`src/hdl/cbpa_pkg.sv`:
```
`default_nettype none

package cbpa_pkg;

    localparam int POOL_BITS   = 20;
    localparam int HANDLE_BITS = 16;

    localparam logic [POOL_BITS-1:0] HDR_BYTES  = 20'h00018;
    localparam logic [POOL_BITS-1:0] ALIGN_MASK = 20'h00003;
    localparam logic [POOL_BITS-1:0] POOL_RESET = 20'h10000;

    typedef enum logic [1:0] {
        CMD_ALLOC   = 2'd0,
        CMD_FREE    = 2'd1,
        CMD_COMPACT = 2'd2,
        CMD_RSVD    = 2'd3
    } cmd_t;

    typedef enum logic [1:0] {
        STAT_OK         = 2'd0,
        STAT_NO_SPACE   = 2'd1,
        STAT_TABLE_FULL = 2'd2,
        STAT_NOT_FOUND  = 2'd3
    } status_t;

    typedef enum logic [3:0] {
        S_IDLE,
        S_ALLOC,
        S_FREE_SCAN,
        S_FREE_SHIFT,
        S_FREE_DONE,
        S_FREE_MISS,
        S_COMP_SCAN,
        S_COMP_TURN,
        S_COMP_EMIT,
        S_CLOSE
    } state_t;

    typedef enum logic [3:0] {
        DP_NONE,
        DP_LATCH,
        DP_ALLOC,
        DP_FREE_CHK,
        DP_SHIFT,
        DP_FREE_DONE,
        DP_NOT_FOUND,
        DP_COMP_CHK,
        DP_COMP_EMIT,
        DP_CLOSE
    } dp_op_t;

    typedef struct packed {
        dp_op_t op;
    } ctrl_t;

    typedef struct packed {
        logic empty;
        logic at_last;
        logic at_second_last;
        logic match;
    } dp_stat_t;

    typedef struct packed {
        logic [POOL_BITS-1:0]   off;
        logic [POOL_BITS-1:0]   size;
        logic [HANDLE_BITS-1:0] owner;
    } entry_t;

endpackage

`default_nettype wire

```
`src/hdl/compacting_block_pool_allocator.sv`:
```
// Allocate: busy covers the single ALLOC state, from which the result strobe is registered.
// Free: busy while the scan looks for the entry; when a later entry must move down, a shift
// pass moves each later entry down one place and a finish state closes the request.
// Compact: a scan pass, a turnaround state, an emit pass and a closing state.
// Each pass visits one table entry per cycle; a new request is taken once busy falls.
// The receiver cannot stall results. Reset (rst_n low, asynchronous) empties the table.
`default_nettype none

module compacting_block_pool_allocator #(
    parameter int MAX_BLOCKS  = 32,
    parameter int OFFSET_BITS = 20
) (
    input  wire logic        clk,
    input  wire logic        rst_n,
    input  wire logic        start,
    output logic             busy,
    input  wire logic [1:0]  command,
    input  wire logic [15:0] handle,
    input  wire logic [19:0] request_bytes,
    input  wire logic        cfg_we,
    input  wire logic [19:0] cfg_wdata,
    output logic             result_strobe,
    output logic [1:0]       status,
    output logic [15:0]      result_handle,
    output logic [19:0]      data_offset,
    output logic [19:0]      free_bytes,
    output logic [19:0]      used_bytes,
    output logic [19:0]      contiguous_bytes,
    output logic             last
);

    // The table depth sets both the entry address and the width of the fill count.
    localparam int ADDR_W = (MAX_BLOCKS > 1) ? $clog2(MAX_BLOCKS) : 1;
    localparam int CNT_W  = $clog2(MAX_BLOCKS + 1);

    cbpa_pkg::ctrl_t    ctrl;
    cbpa_pkg::dp_stat_t stat;
    logic [ADDR_W-1:0]  idx;
    logic [ADDR_W-1:0]  rd_addr;

    // The controller sequences each request over the table one entry per cycle.
    cbpa_ctrl #(
        .MAX_BLOCKS (MAX_BLOCKS),
        .ADDR_W     (ADDR_W)
    ) u_ctrl (
        .clk     (clk),
        .rst_n   (rst_n),
        .start   (start),
        .command (command),
        .stat    (stat),
        .busy    (busy),
        .ctrl    (ctrl),
        .idx     (idx),
        .rd_addr (rd_addr)
    );

    // The datapath holds the table memory, the counters and the result register.
    cbpa_dp #(
        .MAX_BLOCKS  (MAX_BLOCKS),
        .OFFSET_BITS (OFFSET_BITS),
        .ADDR_W      (ADDR_W),
        .CNT_W       (CNT_W)
    ) u_dp (
        .clk              (clk),
        .rst_n            (rst_n),
        .cfg_we           (cfg_we),
        .cfg_wdata        (cfg_wdata),
        .handle           (handle),
        .request_bytes    (request_bytes),
        .ctrl             (ctrl),
        .idx              (idx),
        .rd_addr          (rd_addr),
        .stat             (stat),
        .result_strobe    (result_strobe),
        .status           (status),
        .result_handle    (result_handle),
        .data_offset      (data_offset),
        .free_bytes       (free_bytes),
        .used_bytes       (used_bytes),
        .contiguous_bytes (contiguous_bytes),
        .last             (last)
    );

    // The closing result of a request is never directly followed by another result.
    a_last_gap: assert property (@(posedge clk) disable iff (!rst_n)
        (result_strobe && last) |=> !result_strobe)
        else $error("result right after a closing result");

endmodule

`default_nettype wire

```
`src/hdl/cbpa_ctrl.sv`:
```
`default_nettype none

module cbpa_ctrl #(
    parameter int MAX_BLOCKS = 32,
    parameter int ADDR_W     = 5
) (
    input  wire logic               clk,
    input  wire logic               rst_n,
    input  wire logic               start,
    input  wire logic [1:0]         command,
    input  wire cbpa_pkg::dp_stat_t stat,
    output logic                    busy,
    output cbpa_pkg::ctrl_t         ctrl,
    output logic [ADDR_W-1:0]       idx,
    output logic [ADDR_W-1:0]       rd_addr
);

    cbpa_pkg::state_t  state_reg, state_next;
    logic [ADDR_W-1:0] idx_reg, idx_next;
    logic [ADDR_W:0]   rd_wide;

    always_ff @(posedge clk or negedge rst_n)
    begin
        if (!rst_n)
        begin
            state_reg <= cbpa_pkg::S_IDLE;
            idx_reg   <= '0;
        end
        else
        begin
            state_reg <= state_next;
            idx_reg   <= idx_next;
        end
    end

    always_comb
    begin
        state_next = state_reg;
        idx_next   = idx_reg;
        unique case (state_reg)
            cbpa_pkg::S_IDLE:
            begin
                idx_next = '0;
                if (start)
                begin
                    unique case (cbpa_pkg::cmd_t'(command))
                        cbpa_pkg::CMD_ALLOC:   state_next = cbpa_pkg::S_ALLOC;
                        cbpa_pkg::CMD_FREE:    state_next = stat.empty ?
                                               cbpa_pkg::S_FREE_MISS : cbpa_pkg::S_FREE_SCAN;
                        cbpa_pkg::CMD_COMPACT: state_next = stat.empty ?
                                               cbpa_pkg::S_CLOSE : cbpa_pkg::S_COMP_SCAN;
                        default:               state_next = cbpa_pkg::S_CLOSE;
                    endcase
                end
            end
            cbpa_pkg::S_FREE_SCAN:
            begin
                if (stat.match)
                    state_next = stat.at_last ? cbpa_pkg::S_IDLE : cbpa_pkg::S_FREE_SHIFT;
                else if (stat.at_last)
                    state_next = cbpa_pkg::S_IDLE;
                else
                    idx_next = idx_reg + ADDR_W'(1);
            end
            cbpa_pkg::S_FREE_SHIFT:
            begin
                if (stat.at_second_last)
                    state_next = cbpa_pkg::S_FREE_DONE;
                else
                    idx_next = idx_reg + ADDR_W'(1);
            end
            cbpa_pkg::S_COMP_SCAN:
            begin
                if (stat.at_last)
                begin
                    state_next = cbpa_pkg::S_COMP_TURN;
                    idx_next   = '0;
                end
                else
                    idx_next = idx_reg + ADDR_W'(1);
            end
            cbpa_pkg::S_COMP_TURN:
            begin
                state_next = cbpa_pkg::S_COMP_EMIT;
            end
            cbpa_pkg::S_COMP_EMIT:
            begin
                if (stat.at_last)
                    state_next = cbpa_pkg::S_CLOSE;
                else
                    idx_next = idx_reg + ADDR_W'(1);
            end
            cbpa_pkg::S_ALLOC,
            cbpa_pkg::S_FREE_DONE,
            cbpa_pkg::S_FREE_MISS,
            cbpa_pkg::S_CLOSE:
            begin
                state_next = cbpa_pkg::S_IDLE;
            end
            default:
            begin
                state_next = cbpa_pkg::S_IDLE;
            end
        endcase
    end

    // The shift pass reads one entry ahead of the one it writes.
    always_comb
    begin
        rd_wide = {1'b0, idx_next};
        if (state_next == cbpa_pkg::S_FREE_SHIFT)
            rd_wide = {1'b0, idx_next} + (ADDR_W+1)'(1);
        if (rd_wide >= (ADDR_W+1)'(MAX_BLOCKS))
            rd_addr = '0;
        else
            rd_addr = rd_wide[ADDR_W-1:0];
    end

    always_comb
    begin
        ctrl.op = cbpa_pkg::DP_NONE;
        unique case (state_reg)
            cbpa_pkg::S_IDLE:       ctrl.op = start ? cbpa_pkg::DP_LATCH : cbpa_pkg::DP_NONE;
            cbpa_pkg::S_ALLOC:      ctrl.op = cbpa_pkg::DP_ALLOC;
            cbpa_pkg::S_FREE_SCAN:  ctrl.op = cbpa_pkg::DP_FREE_CHK;
            cbpa_pkg::S_FREE_SHIFT: ctrl.op = cbpa_pkg::DP_SHIFT;
            cbpa_pkg::S_FREE_DONE:  ctrl.op = cbpa_pkg::DP_FREE_DONE;
            cbpa_pkg::S_FREE_MISS:  ctrl.op = cbpa_pkg::DP_NOT_FOUND;
            cbpa_pkg::S_COMP_SCAN:  ctrl.op = cbpa_pkg::DP_COMP_CHK;
            cbpa_pkg::S_COMP_TURN:  ctrl.op = cbpa_pkg::DP_NONE;
            cbpa_pkg::S_COMP_EMIT:  ctrl.op = cbpa_pkg::DP_COMP_EMIT;
            cbpa_pkg::S_CLOSE:      ctrl.op = cbpa_pkg::DP_CLOSE;
            default:                ctrl.op = cbpa_pkg::DP_NONE;
        endcase
    end

    assign busy = (state_reg != cbpa_pkg::S_IDLE);
    assign idx  = idx_reg;

    a_accept_busy: assert property (@(posedge clk) disable iff (!rst_n)
        (start && !busy) |=> busy)
        else $error("accepted request did not raise busy");

    a_idx_range: assert property (@(posedge clk) disable iff (!rst_n)
        busy |-> ({1'b0, idx_reg} < (ADDR_W+1)'(MAX_BLOCKS)))
        else $error("table index out of range");

endmodule

`default_nettype wire

```
`src/hdl/cbpa_dp.sv`:
```
`default_nettype none

module cbpa_dp #(
    parameter int MAX_BLOCKS  = 32,
    parameter int OFFSET_BITS = 20,
    parameter int ADDR_W      = 5,
    parameter int CNT_W       = 6
) (
    input  wire logic                             clk,
    input  wire logic                             rst_n,
    input  wire logic                             cfg_we,
    input  wire logic [cbpa_pkg::POOL_BITS-1:0]   cfg_wdata,
    input  wire logic [cbpa_pkg::HANDLE_BITS-1:0] handle,
    input  wire logic [cbpa_pkg::POOL_BITS-1:0]   request_bytes,
    input  wire cbpa_pkg::ctrl_t                  ctrl,
    input  wire logic [ADDR_W-1:0]                idx,
    input  wire logic [ADDR_W-1:0]                rd_addr,
    output cbpa_pkg::dp_stat_t                    stat,
    output logic                                  result_strobe,
    output logic [1:0]                            status,
    output logic [cbpa_pkg::HANDLE_BITS-1:0]      result_handle,
    output logic [cbpa_pkg::POOL_BITS-1:0]        data_offset,
    output logic [cbpa_pkg::POOL_BITS-1:0]        free_bytes,
    output logic [cbpa_pkg::POOL_BITS-1:0]        used_bytes,
    output logic [cbpa_pkg::POOL_BITS-1:0]        contiguous_bytes,
    output logic                                  last
);

    localparam int PW = cbpa_pkg::POOL_BITS;
    localparam logic [PW-1:0] OFF_CAP =
        (OFFSET_BITS >= PW) ? {PW{1'b1}} : PW'((1 << OFFSET_BITS) - 1);

    cbpa_pkg::entry_t mem [MAX_BLOCKS];
    cbpa_pkg::entry_t rd_q;
    cbpa_pkg::entry_t wr_data;
    logic             wr_en;
    logic [ADDR_W-1:0] wr_addr;

    logic [PW-1:0]  pool_reg, free_reg, free_next, used_reg, used_next;
    logic [PW-1:0]  prev_end_reg, prev_end_next, dest_reg, dest_next;
    logic [PW-1:0]  doff_reg, doff_next;
    logic [CNT_W-1:0] count_reg, count_next;
    logic [MAX_BLOCKS-1:0] moved_reg, moved_next;
    logic [cbpa_pkg::HANDLE_BITS-1:0] handle_reg;
    logic [PW-1:0]  req_reg;

    logic                              emit;
    logic [1:0]                        emit_status;
    logic [cbpa_pkg::HANDLE_BITS-1:0]  emit_handle;
    logic [PW-1:0]                     emit_doff;
    logic                              emit_last;

    logic [PW-1:0] limit;
    logic [PW:0]   total_raw;
    logic [PW+1:0] total_al;
    logic [PW+2:0] alloc_end;
    logic [PW:0]   free_sum;
    logic [PW-1:0] new_off;

    always_ff @(posedge clk)
    begin
        if (wr_en)
            mem[wr_addr] <= wr_data;
        rd_q <= mem[rd_addr];
    end

    assign stat.empty          = (count_reg == '0);
    assign stat.at_last        = ((CNT_W+1)'(idx) + (CNT_W+1)'(1)) == {1'b0, count_reg};
    assign stat.at_second_last = ((CNT_W+1)'(idx) + (CNT_W+1)'(2)) == {1'b0, count_reg};
    assign stat.match          = (rd_q.owner == handle_reg);

    assign limit     = (pool_reg < OFF_CAP) ? pool_reg : OFF_CAP;
    assign total_raw = {1'b0, req_reg} + {1'b0, cbpa_pkg::HDR_BYTES};
    assign total_al  = ({1'b0, total_raw} + {2'b0, cbpa_pkg::ALIGN_MASK})
                       & ~{2'b0, cbpa_pkg::ALIGN_MASK};
    assign alloc_end = {3'b0, used_reg} + {1'b0, total_al};
    assign free_sum  = {1'b0, free_reg} + {1'b0, rd_q.size};
    assign new_off   = (rd_q.off > dest_reg) ? dest_reg : rd_q.off;

    always_comb
    begin
        free_next     = free_reg;
        used_next     = used_reg;
        prev_end_next = prev_end_reg;
        dest_next     = dest_reg;
        doff_next     = doff_reg;
        count_next    = count_reg;
        moved_next    = moved_reg;
        wr_en         = 1'b0;
        wr_addr       = idx;
        wr_data       = rd_q;
        emit          = 1'b0;
        emit_status   = cbpa_pkg::STAT_OK;
        emit_handle   = handle_reg;
        emit_doff     = '0;
        emit_last     = 1'b1;
        case (ctrl.op)
            cbpa_pkg::DP_LATCH:
            begin
                prev_end_next = '0;
                dest_next     = '0;
                moved_next    = '0;
            end
            cbpa_pkg::DP_ALLOC:
            begin
                emit = 1'b1;
                if (alloc_end > {3'b0, limit})
                    emit_status = cbpa_pkg::STAT_NO_SPACE;
                else if (count_reg >= CNT_W'(MAX_BLOCKS))
                    emit_status = cbpa_pkg::STAT_TABLE_FULL;
                else
                begin
                    wr_en         = 1'b1;
                    wr_addr       = count_reg[ADDR_W-1:0];
                    wr_data.off   = used_reg;
                    wr_data.size  = total_al[PW-1:0];
                    wr_data.owner = handle_reg;
                    count_next    = count_reg + CNT_W'(1);
                    used_next     = alloc_end[PW-1:0];
                    free_next     = ({2'b0, free_reg} > total_al) ?
                                    free_reg - total_al[PW-1:0] : '0;
                    emit_doff     = used_reg + cbpa_pkg::HDR_BYTES;
                end
            end
            cbpa_pkg::DP_FREE_CHK:
            begin
                if (stat.match)
                begin
                    free_next = (free_sum > {1'b0, pool_reg}) ? pool_reg : free_sum[PW-1:0];
                    doff_next = rd_q.off + cbpa_pkg::HDR_BYTES;
                    if (stat.at_last)
                    begin
                        count_next = count_reg - CNT_W'(1);
                        used_next  = prev_end_reg;
                        emit       = 1'b1;
                        emit_doff  = rd_q.off + cbpa_pkg::HDR_BYTES;
                    end
                end
                else
                begin
                    prev_end_next = rd_q.off + rd_q.size;
                    if (stat.at_last)
                    begin
                        emit        = 1'b1;
                        emit_status = cbpa_pkg::STAT_NOT_FOUND;
                    end
                end
            end
            cbpa_pkg::DP_SHIFT:
            begin
                wr_en = 1'b1;
            end
            cbpa_pkg::DP_FREE_DONE:
            begin
                count_next = count_reg - CNT_W'(1);
                emit       = 1'b1;
                emit_doff  = doff_reg;
            end
            cbpa_pkg::DP_NOT_FOUND:
            begin
                emit        = 1'b1;
                emit_status = cbpa_pkg::STAT_NOT_FOUND;
            end
            cbpa_pkg::DP_COMP_CHK:
            begin
                if (rd_q.off > dest_reg)
                begin
                    wr_en           = 1'b1;
                    wr_data.off     = dest_reg;
                    moved_next[idx] = 1'b1;
                end
                dest_next = new_off + rd_q.size;
                if (stat.at_last)
                    used_next = new_off + rd_q.size;
            end
            cbpa_pkg::DP_COMP_EMIT:
            begin
                emit        = moved_reg[idx];
                emit_handle = rd_q.owner;
                emit_doff   = rd_q.off + cbpa_pkg::HDR_BYTES;
                emit_last   = 1'b0;
            end
            cbpa_pkg::DP_CLOSE:
            begin
                emit = 1'b1;
            end
            default:
            begin
            end
        endcase
    end

    always_ff @(posedge clk or negedge rst_n)
    begin
        if (!rst_n)
        begin
            pool_reg      <= cbpa_pkg::POOL_RESET;
            free_reg      <= cbpa_pkg::POOL_RESET;
            used_reg      <= '0;
            count_reg     <= '0;
            result_strobe <= 1'b0;
        end
        else if (cfg_we)
        begin
            pool_reg      <= cfg_wdata;
            free_reg      <= cfg_wdata;
            used_reg      <= '0;
            count_reg     <= '0;
            result_strobe <= 1'b0;
        end
        else
        begin
            free_reg      <= free_next;
            used_reg      <= used_next;
            count_reg     <= count_next;
            result_strobe <= emit;
        end
    end

    always_ff @(posedge clk)
    begin
        prev_end_reg <= prev_end_next;
        dest_reg     <= dest_next;
        doff_reg     <= doff_next;
        moved_reg    <= moved_next;
        if (ctrl.op == cbpa_pkg::DP_LATCH)
        begin
            handle_reg <= handle;
            req_reg    <= request_bytes;
        end
        if (emit)
        begin
            status        <= emit_status;
            result_handle <= emit_handle;
            data_offset   <= emit_doff;
            last          <= emit_last;
        end
    end

    assign free_bytes       = free_reg;
    assign used_bytes       = used_reg;
    assign contiguous_bytes = (pool_reg > used_reg) ? pool_reg - used_reg : '0;

    a_count_max: assert property (@(posedge clk) disable iff (!rst_n)
        count_reg <= CNT_W'(MAX_BLOCKS))
        else $error("block count above table depth");

    a_used_in_pool: assert property (@(posedge clk) disable iff (!rst_n)
        used_reg <= pool_reg)
        else $error("used end beyond region");

    a_free_in_pool: assert property (@(posedge clk) disable iff (!rst_n)
        free_reg <= pool_reg)
        else $error("free bytes above region size");

endmodule

`default_nettype wire
```
`config.mk`:
```
export PLATFORM = sky130hd
export DESIGN_NAME = compacting_block_pool_allocator
export DESIGN_NICKNAME = d
export VERILOG_FILES = /design/src/hdl/cbpa_pkg.sv /design/src/hdl/compacting_block_pool_allocator.sv /design/src/hdl/cbpa_ctrl.sv /design/src/hdl/cbpa_dp.sv
export SDC_FILE = /design/constraint.sdc
export NUM_CORES = 2
export LEC_CHECK = 0
export BUFFER_PORTS_ARGS = -buffer_cell sky130_fd_sc_hd__buf_4
export CORE_UTILIZATION = 40
export CTS_CLUSTER_DIAMETER = 40
export DETAILED_ROUTE_END_ITERATION = 12
export HOLD_SLACK_MARGIN = 0.08
export SLEW_MARGIN = 15
export SYNTH_ARGS = -nofsm -noshare
export SYNTH_HDL_FRONTEND = slang
export SYNTH_HIERARCHICAL = 1
export SYNTH_SLANG_ARGS = --single-unit
```
`constraint.sdc`:
```
create_clock -name clk -period 12.14 [get_ports clk]
set_input_delay 2.428 -clock clk [delete_from_list [all_inputs] [get_ports clk]]
set_output_delay 2.428 -clock clk [all_outputs]
set_load 0.02 [all_outputs]
```
==> flow_summary.toml <==
[final_layout]
layout_common_cells = "1959 x edfxtp_1, 569 x mux4_2, 314 x clkbuf_16, 266 x buf_4, 213 x nand2_1"
largest_register_ff_count = 1792
layout_commonest_cell = "edfxtp_1"
drive_above_1_share_pct = 27.96
fillers = 18440
nets = 5530
area_growth_pct = 17.46

[die]
fp.dieArea_sq_um = 225000
rows = 173
initial_core_util_pct = 40.22
io_pins = 163
die_x_um = 474.3
die_h_um = 474.3
design.core.area_sq_um = 221900

[yosys]
synthAdderAreaFrac_pct = 2.807
synthArstFlopShare_pct = 3.635
synthSimpleGateAreaFrac_pct = 4.187
synth.top_cell.area_share_pct = 65.93
synth.distinct_cells = 99
yosys_warnings = 6
synth-xor-area-share_pct = 1.551
synth-compound-area-share_pct = 4.609
ys_seq_area_share_pct = 69.32
syn_area_sq_um = 89230
syn_area_per_cell_sq_um = 18.20
syn_nets = 5162
synth_top_area_cell = "edfxtp_1"
yosys_register_bits = 2091
synth_cells = 4904
synth.area.mux_share_pct = 15.87
ys_top_cells_by_area = "edfxtp_1 66%, mux4_2 14%, ha_1 2.7%"
synth_top_family_by_area = "multiplexers"
synth-edff-count = 1959
synthFlopType = "edfxtp_1"

[clock_network]
cts.sinks = 2091
cts_tree = "built"
clock-root-buffer = "clkbuf_16"
htreeDepth = 5
insertion_delay_ps = 950
ctsResizeCount = 0
holdBufCountCts = 0
post_cts_buffers = 0
clkTransAtPathRegs_ps = 50
cts_buffers = 307
cts_buffer_depth = 4

[detailed_routing]
wl_per_cell_um = 28.92
drt-total-wl_um = 244900
drc_errors = 0
ant_nets = 0
first_pass_iters = 5
num_vias = 49080
routed_via_density = 5.795
drt-initial-drc-count = 5321

[placement]
gp_congestion = 0.9247
hpwl_um = 151700
port-buffer-count = 162

[global_route]
antenna_found_initial = 12
grt_pass1_vias = 49220
grt_pass1_wl_um = 354200
grt_usage_pct = 21.82
gr-total-overflow = 0
grt_max_degree = 121

[critical_path]
r2r_setup_slack_ps = 3780
cp_slowest_cell = "nor2_4"
cp_data_arrival_time_ps = 8850
endpoint_kind = "register"
worstPathMaxFanout = 32
path_common_cell = "a21oi_1"
crit_type = "reg -> reg"
critPathTopFamily = "simple AND/OR/NAND/NOR gates"
worst-path-buf-inv = 3
critical-path-max-stage-delay_ps = 950
cp.required_ps = 12630
start_kind = "register"

[pwr]
p_leak_nw = 34.50
total_power_w = 0.03419
peakVddDrop_mv = 0.3468
p_per_area_nw_per_um2 = 326.2

[timing]
skew_ps = 112.7
worst_pin_slew_ps = 1230
slew_violations = 0
rsz0062_at_grt = "no"
tns_ps = 0
setup_violations = 0
hold_viol = 0
relSlewSlack_pct = 17.39
fin_crit_ps = 8356
fmax_mhz = 119.7
period_share_pct = 68.83

[worst_hold_path]
min-delay-path-class = "reg -> reg"

[run]
maxCapViolCount = 0

[outcome]
status = "complete, no violations"
==> layout make-up <==
type	instances	area, sq um	share of cell area (%)
diodes	1	2.502	0.002387
clock buffers	345	8024	7.655
clock inverters	185	1911	1.823
inverters	162	608.1	0.5802
multi-input cells	2434	26480	25.27
flip-flops and latches	2091	61850	59.01
well taps	2975	3722	3.551
repair buffers	276	2212	2.111
==> power breakdown <==
| part | switching (W) | internal (W) | leakage [nW] |
|---|---|---|---|
| Combinational | 0.00885 | 0.00581 | 10.5 |
| Sequential | 0.000677 | 0.0103 | 19.1 |
| Clock | 0.00325 | 0.00534 | 4.80 |
| Total | 0.0128 | 0.0214 | 34.5 |
==> path summary, 6_finish.rpt <==
| kind | startpoint | to | depth (start not counted) |
|---|---|---|---|
| setup reg to reg | u_dp/req_reg[0]$_DFFE_PP_ | u_dp/mem[26][43]$_DFFE_PP_ | 28 |
| max in group asynchronous | rst_n | u_dp/used_bytes[4]$_DFFE_PN0P_ | 2 |
| hold reg to reg | u_dp/doff_reg[0]$_DFFE_PP_ | u_dp/data_offset[0]$_DFFE_PP_ | 2 |
| hold / removal | u_dp/doff_reg[0]$_DFFE_PP_ | u_dp/data_offset[0]$_DFFE_PP_ | 2 |
| min in group asynchronous | rst_n | u_dp/free_bytes[12]$_DFFE_PN0P_ | 1 |
| setup / recovery | u_dp/req_reg[0]$_DFFE_PP_ | u_dp/mem[26][43]$_DFFE_PP_ | 28 |
==> layer usage <==
metal	vias up	routed length [um]	global-route usage [%]	share of wire [%]
met2	2058	111800	33.17	46
met3	422	18640	4.030	7.6
li1	20750	-	-	-
met1	25850	107000	31.79	44
met4	2	7416	6.738	3.0
met5	-	14	0	0.0057
==> cell families after synthesis <==
kind of cell / Yosys count
AOI/OAI and AO/OA: 609
and+or+nand+nor: 781
adders and majority gates: 196
buffers and inverters: 379
DFF: 2091
muxes: 690
xor gates and xnor gates: 158
==> tightest hold or removal path: stages (launching register included) <==
cell,delay [ps]
edfxtp_1,310
nand2_1,40
o221ai_1,60
==> metrics by stage <==
stage | instance area, sq um | setup WS, ps | util (%) | hold slack, ps | std cells
floorplan | 89230 | 4560 | - | 472.7 | 4904
global placement | 94800 | 3864 | 42.73 | 513.0 | 7936
detailed placement | 94800 | 3822 | 42.73 | 524.7 | 7936
CTS | 104700 | 3753 | 47.21 | 537.5 | 8466
global route | 104800 | 3364 | 47.24 | 571.7 | 8468
finish | 104800 | 3784 | 47.24 | 534.1 | 8469
==> cell usage after synthesis, drive strengths merged, types with 11 or more instances <==
cell type and instances:
and3 36, nand4 28, a2111oi 11, dfxtp 56, clkbuf 139, dfrtp 74, o221ai 19, and2 19
o31ai 19, mux2 94, a21oi 165, a31oi 18, nor2b 27, nand3 69, a221o 22, nor3b 13
nor3 46, o21a 19, xnor2 102, mux4 569, xor2 56, edfxtp 1959, o21ai 126, inv 162
nor2 226, o211ai 31, nand2 219, a211oi 28, buf 78, nand2b 41, mux2i 27, ha 189
nor4 21, a21o 57
No activity file was read; power rests on OpenSTA's default activity.
